--- src/design/cdate_pkg.sv ---
// Shared types, constants and calendar table functions for the date arithmetic block.
package cdate_pkg;

    // Request kinds
    localparam logic [1:0] KIND_ADD_YEARS  = 2'd0;
    localparam logic [1:0] KIND_ADD_MONTHS = 2'd1;
    localparam logic [1:0] KIND_ADD_DAYS   = 2'd2;
    localparam logic [1:0] KIND_DIFF       = 2'd3;

    localparam logic [13:0] YEAR_MIN = 14'd1600;
    localparam logic [13:0] YEAR_MAX = 14'd16383;

    // Day numbers of Jan 1 of the first valid year and of the year past the range
    localparam logic signed [24:0] COUNT_LO = 25'sd584387;
    localparam logic signed [24:0] COUNT_HI = 25'sd5984128;

    localparam logic [8:0] DAYS_PER_YEAR = 9'd365;
    localparam logic [6:0] HUNDRED       = 7'd100;
    localparam logic [5:0] FORTY         = 6'd40;
    localparam logic [3:0] TWELVE        = 4'd12;

    // Reciprocals: x/100 = x*5243>>19 (x < 16384), x/40 = x*205>>13 (x < 164),
    // x/3 = x*2796203>>23 (x < 2^22)
    localparam logic [12:0] RECIP_100 = 13'd5243;
    localparam logic [7:0]  RECIP_40  = 8'd205;
    localparam logic [21:0] RECIP_3   = 22'd2796203;

    // Year estimate: (day number * 2^24 * 4000 / 1460969) >> 24
    localparam logic [15:0] YEAR_RECIP = 16'd45935;

    typedef enum logic [14:0] {
        ST_IDLE  = 15'b000000000000001,
        ST_START = 15'b000000000000010,
        ST_U1    = 15'b000000000000100,
        ST_U2    = 15'b000000000001000,
        ST_U3    = 15'b000000000010000,
        ST_EVAL  = 15'b000000000100000,
        ST_K1A   = 15'b000000001000000,
        ST_K1B   = 15'b000000010000000,
        ST_K1C   = 15'b000000100000000,
        ST_K2A   = 15'b000001000000000,
        ST_K2B   = 15'b000010000000000,
        ST_K2C   = 15'b000100000000000,
        ST_DIFF  = 15'b001000000000000,
        ST_MD    = 15'b010000000000000,
        ST_DONE  = 15'b100000000000000
    } state_t;

    // What the year unit result is used for
    typedef enum logic [1:0] {
        PH_BASE   = 2'd0,
        PH_RES    = 2'd1,
        PH_OTHER  = 2'd2,
        PH_SEARCH = 2'd3
    } phase_t;

    // Day of year at the first of month m (0-based), leap day included
    function automatic logic [8:0] month_start(input logic [3:0] m, input logic leap);
        logic [8:0] s;
        case (m)
            4'd1:    s = 9'd0;
            4'd2:    s = 9'd31;
            4'd3:    s = 9'd59;
            4'd4:    s = 9'd90;
            4'd5:    s = 9'd120;
            4'd6:    s = 9'd151;
            4'd7:    s = 9'd181;
            4'd8:    s = 9'd212;
            4'd9:    s = 9'd243;
            4'd10:   s = 9'd273;
            4'd11:   s = 9'd304;
            4'd12:   s = 9'd334;
            default: s = 9'd0;
        endcase
        if (m > 4'd2) s = s + {8'd0, leap};
        return s;
    endfunction

    function automatic logic [4:0] month_len(input logic [3:0] m, input logic leap);
        logic [4:0] n;
        case (m)
            4'd1, 4'd3, 4'd5, 4'd7, 4'd8, 4'd10, 4'd12: n = 5'd31;
            4'd4, 4'd6, 4'd9, 4'd11:                     n = 5'd30;
            4'd2:                                        n = 5'd28 + {4'd0, leap};
            default:                                     n = 5'd0;
        endcase
        return n;
    endfunction

endpackage

--- src/design/calendar_date_offset_and_difference.sv ---
// Top level: Gregorian date offset and day difference unit.
//
// Usage:
//   Input channel s_*: one request per transfer (kind, base date, signed
//   offset, second date). s_ready is high only while the unit is idle.
//   Result channel m_*: one result per request, held in an output register
//   until the transfer completes. A new request can be taken while the
//   previous result still waits on m_ready.
// Steps: a base date that fails the first check goes from ST_START to
//   ST_DONE. Others pass the base year through the year unit; then year
//   steps pass the result year, month steps run ST_K1A to ST_K1C and pass
//   the result year, differences pass the second year and run ST_DIFF, day
//   steps run ST_K2A to ST_K2C, then one or two passes find the year of the
//   day number, then ST_MD. Each pass through the shared year unit (day
//   number of Jan 1 and leap status of one year) runs ST_U1 to ST_EVAL.
// Reset (aresetn low, synchronous) returns to idle and drops m_valid.
// A stalled receiver holds the result; the unit finishes the next request
//   up to its last step and waits there until the output register frees.
module calendar_date_offset_and_difference
    import cdate_pkg::*;
(
    input  logic               aclk,
    input  logic               aresetn,
    input  logic               s_valid,
    output logic               s_ready,
    input  logic [1:0]         s_kind,
    input  logic [13:0]        s_date_year,
    input  logic [3:0]         s_date_month,
    input  logic [4:0]         s_date_day,
    input  logic signed [23:0] s_offset_amount,
    input  logic [13:0]        s_other_year,
    input  logic [3:0]         s_other_month,
    input  logic [4:0]         s_other_day,
    output logic               m_valid,
    input  logic               m_ready,
    output logic [13:0]        m_result_year,
    output logic [3:0]         m_result_month,
    output logic [4:0]         m_result_day,
    output logic signed [23:0] m_day_difference,
    output logic               m_invalid
);

    // Control
    state_t state_reg, state_next;
    phase_t phase_reg;
    logic   out_valid_reg;

    // Captured request
    logic [1:0]         kind_reg;
    logic [13:0]        y_reg;
    logic [3:0]         m_reg;
    logic [4:0]         d_reg;
    logic signed [23:0] off_reg;
    logic [13:0]        oy_reg;
    logic [3:0]         om_reg;
    logic [4:0]         od_reg;

    // Year unit: n_reg = year - 1
    logic [13:0] n_reg;
    logic [7:0]  q100_reg;
    logic [22:0] p365_reg;
    logic [6:0]  r100_reg;
    logic [2:0]  q40_reg;
    logic [22:0] t_reg;
    logic        leap_reg;
    logic [22:0] dby_reg;

    // Working values
    logic [13:0]        yy_reg;
    logic [22:0]        cnt_reg;
    logic signed [24:0] c_reg;
    logic [19:0]        q_reg;
    logic [14:0]        est_reg;
    logic [8:0]         doy_reg;

    // Result under construction
    logic [13:0]        ry_reg;
    logic [3:0]         rm_reg;
    logic [4:0]         rd_reg;
    logic signed [23:0] diff_reg;
    logic               bad_reg;

    // Output register
    logic [13:0]        out_year_reg;
    logic [3:0]         out_month_reg;
    logic [4:0]         out_day_reg;
    logic signed [23:0] out_diff_reg;
    logic               out_invalid_reg;

    // ---------------- year unit arithmetic ----------------
    logic [26:0] q100_prod;
    logic [22:0] p365_prod;
    logic [15:0] q40_prod;
    logic [13:0] q100_x100;
    logic [13:0] r100_full;
    logic [22:0] t_sum;
    logic [7:0]  r40_full;
    logic        leap_calc;
    logic [22:0] dby_calc;

    assign q100_prod = 27'(n_reg) * 27'(RECIP_100);
    assign p365_prod = 23'(n_reg) * 23'(DAYS_PER_YEAR);
    assign q40_prod  = 16'(q100_reg) * 16'(RECIP_40);
    assign q100_x100 = 14'(q100_reg) * 14'(HUNDRED);
    assign r100_full = n_reg - q100_x100;
    assign t_sum     = p365_reg + 23'(DAYS_PER_YEAR) + 23'(n_reg[13:2]);
    assign r40_full  = q100_reg - 8'(q40_reg) * 8'(FORTY);

    // year = n + 1: century year when n mod 100 is 99; then leap needs
    // (n/100 + 1) divisible by 4 but not by 40
    assign leap_calc = (r100_reg == 7'd99) ?
                       ((q100_reg[1:0] == 2'd3) && (r40_full != 8'd39)) :
                       (n_reg[1:0] == 2'd3);
    assign dby_calc  = t_reg - 23'(q100_reg) + 23'(q100_reg[7:2]) - 23'(q40_reg);

    // ---------------- request checks and sums ----------------
    logic               base_pre_ok;
    logic               other_pre_ok;
    logic               base_day_bad;
    logic               other_day_bad;
    logic               res_day_bad;
    logic [22:0]        base_cnt;
    logic [22:0]        other_cnt;
    logic signed [24:0] off_ext;
    logic signed [24:0] year_sum;
    logic               year_sum_ok;
    logic [17:0]        y_x12;
    logic signed [24:0] month_total;
    logic signed [24:0] day_target;
    logic [43:0]        div3_prod;
    logic [23:0]        q_x12;
    logic [23:0]        rem_full;
    logic               q_ok;
    logic [38:0]        est_prod;
    logic               count_ok;
    logic [13:0]        est_year;
    logic [22:0]        c_low;
    logic [22:0]        next_start;
    logic               search_low;
    logic               search_high;
    logic [22:0]        doy_full;

    assign base_pre_ok  = (y_reg >= YEAR_MIN) && (m_reg >= 4'd1) && (m_reg <= TWELVE) &&
                          (d_reg >= 5'd1) && (d_reg <= month_len(m_reg, 1'b1));
    assign other_pre_ok = (oy_reg >= YEAR_MIN) && (om_reg >= 4'd1) && (om_reg <= TWELVE) &&
                          (od_reg >= 5'd1) && (od_reg <= month_len(om_reg, 1'b1));
    assign base_day_bad  = d_reg  > month_len(m_reg, leap_reg);
    assign other_day_bad = od_reg > month_len(om_reg, leap_reg);
    assign res_day_bad   = rd_reg > month_len(rm_reg, leap_reg);

    assign base_cnt  = dby_reg + 23'(month_start(m_reg, leap_reg)) + 23'(d_reg) - 23'd1;
    assign other_cnt = dby_reg + 23'(month_start(om_reg, leap_reg)) + 23'(od_reg) - 23'd1;

    assign off_ext     = {off_reg[23], off_reg};
    assign year_sum    = $signed({11'd0, y_reg}) + off_ext;
    assign year_sum_ok = (year_sum >= $signed({11'd0, YEAR_MIN})) &&
                         (year_sum <= $signed({11'd0, YEAR_MAX}));

    assign y_x12       = 18'(y_reg) * 18'(TWELVE);
    assign month_total = $signed({7'd0, y_x12}) + $signed({21'd0, m_reg}) - 25'sd1 + off_ext;
    assign day_target  = $signed({2'd0, cnt_reg}) + off_ext;

    // total months / 12 = (total / 4) / 3
    assign div3_prod = 44'(c_reg[23:2]) * 44'(RECIP_3);
    assign q_x12     = 24'(q_reg) * 24'(TWELVE);
    assign rem_full  = c_reg[23:0] - q_x12;
    assign q_ok      = (q_reg >= 20'(YEAR_MIN)) && (q_reg <= 20'(YEAR_MAX));

    assign est_prod  = 39'(c_reg[22:0]) * 39'(YEAR_RECIP);
    assign count_ok  = (c_reg >= COUNT_LO) && (c_reg < COUNT_HI);
    assign est_year  = (est_reg < 15'(YEAR_MIN)) ? YEAR_MIN :
                       (est_reg > 15'(YEAR_MAX)) ? YEAR_MAX : est_reg[13:0];

    // Year search: target must satisfy Jan 1 of yy <= c < Jan 1 of yy + 1
    assign c_low       = c_reg[22:0];
    assign next_start  = dby_reg + 23'(DAYS_PER_YEAR) + 23'(leap_reg);
    assign search_low  = c_low < dby_reg;
    assign search_high = c_low >= next_start;
    assign doy_full    = c_low - dby_reg;

    // Month and day from day of year
    logic [3:0] md_month;
    logic [4:0] md_day;
    logic [8:0] md_start;

    always_comb begin
        md_month = 4'd1;
        for (int k = 2; k <= 12; k++) begin
            if (doy_reg >= month_start(4'(k), leap_reg)) md_month = 4'(k);
        end
        md_start = month_start(md_month, leap_reg);
        md_day   = 5'(doy_reg - md_start + 9'd1);
    end

    // ---------------- sequencer ----------------
    always_comb begin
        state_next = state_reg;
        case (state_reg)
            ST_IDLE:  if (s_valid) state_next = ST_START;
            ST_START: state_next = base_pre_ok ? ST_U1 : ST_DONE;
            ST_U1:    state_next = ST_U2;
            ST_U2:    state_next = ST_U3;
            ST_U3:    state_next = ST_EVAL;
            ST_EVAL: begin
                case (phase_reg)
                    PH_BASE: begin
                        if (base_day_bad) begin
                            state_next = ST_DONE;
                        end else begin
                            case (kind_reg)
                                KIND_ADD_YEARS:  state_next = year_sum_ok ? ST_U1 : ST_DONE;
                                KIND_ADD_MONTHS: state_next = ST_K1A;
                                KIND_ADD_DAYS:   state_next = ST_K2A;
                                KIND_DIFF:       state_next = other_pre_ok ? ST_U1 : ST_DONE;
                                default:         state_next = ST_DONE;
                            endcase
                        end
                    end
                    PH_RES:    state_next = ST_DONE;
                    PH_OTHER:  state_next = other_day_bad ? ST_DONE : ST_DIFF;
                    PH_SEARCH: state_next = (search_low || search_high) ? ST_U1 : ST_MD;
                    default:   state_next = ST_DONE;
                endcase
            end
            ST_K1A:  state_next = ST_K1B;
            ST_K1B:  state_next = c_reg[24] ? ST_DONE : ST_K1C;
            ST_K1C:  state_next = q_ok ? ST_U1 : ST_DONE;
            ST_K2A:  state_next = ST_K2B;
            ST_K2B:  state_next = count_ok ? ST_K2C : ST_DONE;
            ST_K2C:  state_next = ST_U1;
            ST_DIFF: state_next = ST_DONE;
            ST_MD:   state_next = ST_DONE;
            ST_DONE: if (!out_valid_reg || m_ready) state_next = ST_IDLE;
            default: state_next = ST_IDLE;
        endcase
    end

    always_ff @(posedge aclk) begin
        if (!aresetn) begin
            state_reg     <= ST_IDLE;
            phase_reg     <= PH_BASE;
            out_valid_reg <= 1'b0;
        end else begin
            state_reg <= state_next;
            if (state_reg == ST_DONE && (!out_valid_reg || m_ready)) begin
                out_valid_reg <= 1'b1;
            end else if (m_ready) begin
                out_valid_reg <= 1'b0;
            end
            case (state_reg)
                ST_START: phase_reg <= PH_BASE;
                ST_EVAL: begin
                    if (phase_reg == PH_BASE && !base_day_bad) begin
                        if (kind_reg == KIND_DIFF) phase_reg <= PH_OTHER;
                        else                       phase_reg <= PH_RES;
                    end
                end
                ST_K2C:  phase_reg <= PH_SEARCH;
                default: phase_reg <= phase_reg;
            endcase
        end
    end

    // ---------------- datapath ----------------
    always_ff @(posedge aclk) begin
        case (state_reg)
            ST_IDLE: begin
                if (s_valid) begin
                    kind_reg <= s_kind;
                    y_reg    <= s_date_year;
                    m_reg    <= s_date_month;
                    d_reg    <= s_date_day;
                    off_reg  <= s_offset_amount;
                    oy_reg   <= s_other_year;
                    om_reg   <= s_other_month;
                    od_reg   <= s_other_day;
                end
            end
            ST_START: begin
                ry_reg   <= '0;
                rm_reg   <= '0;
                rd_reg   <= '0;
                diff_reg <= '0;
                bad_reg  <= !base_pre_ok;
                n_reg    <= y_reg - 14'd1;
            end
            ST_U1: begin
                q100_reg <= q100_prod[26:19];
                p365_reg <= p365_prod;
            end
            ST_U2: begin
                r100_reg <= r100_full[6:0];
                q40_reg  <= q40_prod[15:13];
                t_reg    <= t_sum;
            end
            ST_U3: begin
                leap_reg <= leap_calc;
                dby_reg  <= dby_calc;
            end
            ST_EVAL: begin
                case (phase_reg)
                    PH_BASE: begin
                        cnt_reg <= base_cnt;
                        if (base_day_bad) begin
                            bad_reg <= 1'b1;
                        end else if (kind_reg == KIND_ADD_YEARS) begin
                            if (year_sum_ok) begin
                                yy_reg <= year_sum[13:0];
                                n_reg  <= year_sum[13:0] - 14'd1;
                                rm_reg <= m_reg;
                                rd_reg <= d_reg;
                            end else begin
                                bad_reg <= 1'b1;
                            end
                        end else if (kind_reg == KIND_DIFF) begin
                            if (other_pre_ok) n_reg   <= oy_reg - 14'd1;
                            else              bad_reg <= 1'b1;
                        end
                    end
                    PH_RES: begin
                        if (res_day_bad) bad_reg <= 1'b1;
                        else             ry_reg  <= yy_reg;
                    end
                    PH_OTHER: begin
                        if (other_day_bad) bad_reg <= 1'b1;
                        else               c_reg   <= $signed({2'd0, other_cnt});
                    end
                    PH_SEARCH: begin
                        if (search_low) begin
                            yy_reg <= yy_reg - 14'd1;
                            n_reg  <= yy_reg - 14'd2;
                        end else if (search_high) begin
                            yy_reg <= yy_reg + 14'd1;
                            n_reg  <= yy_reg;
                        end else begin
                            doy_reg <= doy_full[8:0];
                        end
                    end
                    default: bad_reg <= 1'b1;
                endcase
            end
            ST_K1A: c_reg <= month_total;
            ST_K1B: begin
                if (c_reg[24]) bad_reg <= 1'b1;
                else           q_reg   <= div3_prod[42:23];
            end
            ST_K1C: begin
                if (q_ok) begin
                    yy_reg <= q_reg[13:0];
                    n_reg  <= q_reg[13:0] - 14'd1;
                    rm_reg <= rem_full[3:0] + 4'd1;
                    rd_reg <= d_reg;
                end else begin
                    bad_reg <= 1'b1;
                end
            end
            ST_K2A: c_reg <= day_target;
            ST_K2B: begin
                if (count_ok) est_reg <= est_prod[38:24];
                else          bad_reg <= 1'b1;
            end
            ST_K2C: begin
                yy_reg <= est_year;
                n_reg  <= est_year - 14'd1;
            end
            // Both day numbers lie below 2^23, so the difference always fits
            ST_DIFF: diff_reg <= $signed({1'b0, cnt_reg}) - $signed({1'b0, c_reg[22:0]});
            ST_MD: begin
                ry_reg <= yy_reg;
                rm_reg <= md_month;
                rd_reg <= md_day;
            end
            ST_DONE: begin
                if (!out_valid_reg || m_ready) begin
                    out_year_reg    <= bad_reg ? '0 : ry_reg;
                    out_month_reg   <= bad_reg ? '0 : rm_reg;
                    out_day_reg     <= bad_reg ? '0 : rd_reg;
                    out_diff_reg    <= bad_reg ? '0 : diff_reg;
                    out_invalid_reg <= bad_reg;
                end
            end
            default: ;
        endcase
    end

    assign s_ready          = (state_reg == ST_IDLE);
    assign m_valid          = out_valid_reg;
    assign m_result_year    = out_year_reg;
    assign m_result_month   = out_month_reg;
    assign m_result_day     = out_day_reg;
    assign m_day_difference = out_diff_reg;
    assign m_invalid        = out_invalid_reg;

`ifndef ASSERT_OFF
    // A request is worked on before another is taken
    assert property (@(posedge aclk) disable iff (!aresetn)
        (s_valid && s_ready) |=> !s_ready)
        else $error("input taken on consecutive cycles");

    // Flagged results carry no date and no difference
    assert property (@(posedge aclk) disable iff (!aresetn)
        (m_valid && m_invalid) |-> (m_result_year == 14'd0 && m_result_month == 4'd0 &&
                                    m_result_day == 5'd0 && m_day_difference == 24'sd0))
        else $error("invalid result with nonzero fields");

    // A returned date is in range
    assert property (@(posedge aclk) disable iff (!aresetn)
        (m_valid && !m_invalid && m_result_month != 4'd0) |->
        (m_result_year >= YEAR_MIN && m_result_month <= TWELVE && m_result_day != 5'd0 &&
         m_day_difference == 24'sd0))
        else $error("returned date out of range");

    // The year unit only ever sees years of the valid range
    assert property (@(posedge aclk) disable iff (!aresetn)
        (state_reg == ST_U1) |-> (n_reg >= YEAR_MIN - 14'd1 && n_reg <= YEAR_MAX - 14'd1))
        else $error("year unit started outside the year range");
`endif

endmodule

--- config.mk ---
export PLATFORM = sky130hd
export DESIGN_NAME = calendar_date_offset_and_difference
export DESIGN_NICKNAME = d
export VERILOG_FILES = /design/src/design/cdate_pkg.sv /design/src/design/calendar_date_offset_and_difference.sv
export SDC_FILE = /design/constraint.sdc
export NUM_CORES = 2
export LEC_CHECK = 0
export ABC_AREA = 0
export BUFFER_PORTS_ARGS = -buffer_cell sky130_fd_sc_hd__clkbuf_2
export CAP_MARGIN = 30
export CORE_MARGIN = 3
export CORE_UTILIZATION = 51
export CTS_CLUSTER_DIAMETER = 80
export DETAILED_ROUTE_END_ITERATION = 12
export GPL_TIMING_DRIVEN = 1
export PLACE_DENSITY = 0.66
export SYNTH_ARGS = -nofsm -noshare
export SYNTH_HDL_FRONTEND = slang
export SYNTH_SLANG_ARGS = --single-unit
--- constraint.sdc ---
create_clock -name aclk -period 6.74 [get_ports aclk]
set_clock_uncertainty 0.1 [all_clocks]
set_input_delay 0 -clock aclk [delete_from_list [all_inputs] [get_ports aclk]]
set_output_delay 0 -clock aclk [all_outputs]
set_load 0.01 [all_outputs]
==> impl_metrics.toml <==
[status]
status = "finished, violations left"
violations = "setup timing"

[route]
dr_total_vias = 37700
wl_per_cell_um = 21.0
first_iter_violations = 2572
finalWirelength_um = 143000
drt_pass1_iterations = 6
ant_nets = 0
drc_errors = 0
via_per_inst = 5.51

[cells_and_area]
num-nets-final = 6999
layout-drive-gt1-share = 0.108
area_growth_pct = 14.9
post-route-util = 0.591
largest_reg_flops = 25

[floorplanning]
initial_core_util = 0.515
core-area_um2 = 98600
num_rows = 115
die-area_um2 = 103000
ios = 126
fp.dieH_um = 321
die_w_um = 321

[yosys]
yosys.area.top_type = "ha_1"
syn-num-nets = 6497
ys_ff_latch = 418
synth-main-ff-cell = "edfxtp_1"
synth_top_area_frac = 0.231
synthTopCellsByArea = "ha_1, edfxtp_1, fa_1"
netlist_instances = 5002
async_flop_share = 0
yosysSeqAreaShare = 0.239
avgSynthCellArea_um2 = 10.1
ys.warnings.count = 0
syn_area_um2 = 50700
synth_edf_count = 376
ys_types = 99

[critical_path]
crit_path_start_kind = "register"
rrSetupSlack_ns = -0.07
arrival_ns = 7.10
path_class = "register to register"
worstPathRequired_ns = 7.03
crit_path_end_kind = "register"
r2r.worst_path.cells = 25
r2r-end = "q_reg[19]$_DFFE_PP_"
cp_max_fo = 3
worst_r2r_startpoint = "c_reg[13]$_DFFE_PP_"

[timing]
fmax_mhz = 147
min_period_over_period = 1.01
setup_slack_ns = -0.0723
final_hold_viol_count = 0
finalSetupViolations = 2
worst_pin_slew_ns = 0.951
drv_slew = 0
period_minus_slack_ns = 6.81
max_slew_margin = 0.359
rsz0062_at_grt = "true"

[power]
powerDensity_nw_per_um2 = 160
irDropWorstVdd_mv = 0.198
leakage_nw = 27.9

[clocking]
clk_path_buf_depth = 3
cts_htree_levels = 2
clock-root-buffer = "clkbuf_16"
cts_buffers = 49
clk_latency_ns = 0.67
cts_tree = "built"
path_clk_slew_ns = 0.07
cts_sinks = 418

[grt]
antenna_found_initial = 5
grt_pass1_vias = 38000
grt_max_degree = 62
grt.overflow.total = 0
grt_pass1_wl_um = 222000
track_usage = 0.282

[placed_design]
post-place-ws_ns = -0.193
gp_congestion = 0.981
hpwl_um = 121000
port-buffer-count = 125

[min_path]
whs_path_depth = 2
hp-start = "s_date_month[2]"
hold_end = "m_reg[2]$_DFFE_PP_"
worstHoldPathType = "primary input to register"

[run]
cap_viol_max_count = 0
repair_timing:
item | in CTS | in global routing
hold buffers | 139 | 0
hold endpoints to repair | 125 | 0
endpoints found under the setup margin | 5 | 18
cloned | 0 | 0
pin swaps | 54 | 45
buffers inserted | 16 | 14
resized for setup | 34 | 39
logic make-up after synthesis:
kind of cell	count (synthesis)	share of synthesized area
adders and majority gates	1419	0.421
muxes	36	0.00725
DFF	418	0.239
xor gates and xnor gates	318	0.0549
AOI/OAI and AO/OA	847	0.107
and+or+nand+nor	956	0.0956
buffers and inverters	1008	0.0750
final cells by class:
class / count / area, µm²
inverters: 939 / 3520
well taps: 1287 / 1610
clock inverters: 30 / 403
flip-flops and latches: 418 / 12100
multi-input cells: 3576 / 35300
clock buffers: 60 / 1280
diodes: 2 / 5.00
repair buffers: 520 / 4020
fillers: 8305 / 40300
metrics by stage:
stage | setup TNS, ns | std cells | hold slack, ns | power (mW) | cell area, µm²
floorplan | -0.0720 | 5002 | -0.00113 | 5.58 | 51000
global placement | -0.177 | 6563 | 0.0768 | 6.40 | 54600
detailed placement | -0.447 | 6571 | 0.0786 | 6.45 | 54700
CTS | -0.0442 | 6816 | 0.00587 | 9.35 | 58000
global route | -1.13 | 6830 | 0.0444 | 9.91 | 58300
finish | -0.0743 | 6832 | 0.0409 | 9.34 | 58300
metal layers:
layer	wire length, µm	GRT usage	up-vias	part of all wire
li1	-	-	18000	-
met1	63000	0.387	18300	0.44
met2	66300	0.464	1076	0.46
met3	8020	0.0295	231	0.056
met4	5880	0.102	4	0.041
met5	31	0	-	0.00022
layout by cell type (no fill, tap or decap), drive strengths merged, types with 44 or more instances in the layout:
cell	instances
inv	940
nor2b	94
xor2	113
buf	255
nor2	243
dlygate4sd3	139
nor3	74
o21ai	188
a21oi	259
nand4	44
fa	482
xnor2	205
nand2	213
a21o	94
ha	937
nand3	68
clkbuf	185
edfxtp	376
power breakdown:
| group | leakage (nW) | switching, mW | internal [mW] |
|---|---|---|---|
| clock | 0.812 | 1.18 | 1.63 |
| sequential | 3.79 | 0.105 | 2.97 |
| combinational | 23.3 | 1.95 | 1.50 |
synth_stat cells (13+ instances only):
master    instances
nand4_1          44
inv_1           937
o221ai_1         14
clkbuf_1         62
a31oi_1          20
nand2_1         211
or2_2            15
o21a_1           42
mux2i_1          30
nor2b_1          93
fa_1            482
a211oi_1         37
a21oi_1         255
nand2b_1         39
ha_1            937
dfxtp_1          42
xor2_1          113
edfxtp_1        376
nor4_1           22
nor3_1           74
nor2_1          241
nor3b_1          13
a21o_1           94
o21bai_1         31
xnor2_1         205
nand3_1          67
o21ai_0         181
and3_1           37
and2_1           31
o31ai_1          22
o211ai_1         14
worst max-delay path, stage by stage (launching register included):
cell	delay, ns
edfxtp_1	0.40
buf_4	0.17
ha_4	0.27
inv_2	0.04
fa_1	0.48
inv_2	0.05
fa_1	0.46
fa_1	0.50
inv_1	0.05
fa_1	0.46
fa_1	0.51
inv_1	0.05
fa_1	0.55
ha_4	0.23
a21oi_4	0.17
o22ai_4	0.10
o32ai_2	0.20
buf_4	0.18
o41ai_4	0.09
a31o_2	0.28
a22o_1	0.20
a41o_1	0.20
o41a_1	0.40
a21oi_2	0.16
o21bai_1	0.10
xnor2_1	0.13
worst max-delay path by stage:
stage / slack, ns / depth (start not counted) / end / start
after CTS: -0.04 / 25 / q_reg[19]$_DFFE_PP_ / c_reg[20]$_DFFE_PP_
after floorplan: -0.07 / 23 / q_reg[19]$_DFFE_PP_ / c_reg[15]$_DFFE_PP_
after global placement: -0.09 / 23 / q_reg[19]$_DFFE_PP_ / c_reg[17]$_DFFE_PP_
after global routing: -0.24 / 25 / q_reg[19]$_DFFE_PP_ / c_reg[13]$_DFFE_PP_
final: -0.07 / 25 / q_reg[19]$_DFFE_PP_ / c_reg[13]$_DFFE_PP_
after detailed placement: -0.19 / 24 / q_reg[19]$_DFFE_PP_ / c_reg[14]$_DFFE_PP_
(Power assumes the default switching activity.)
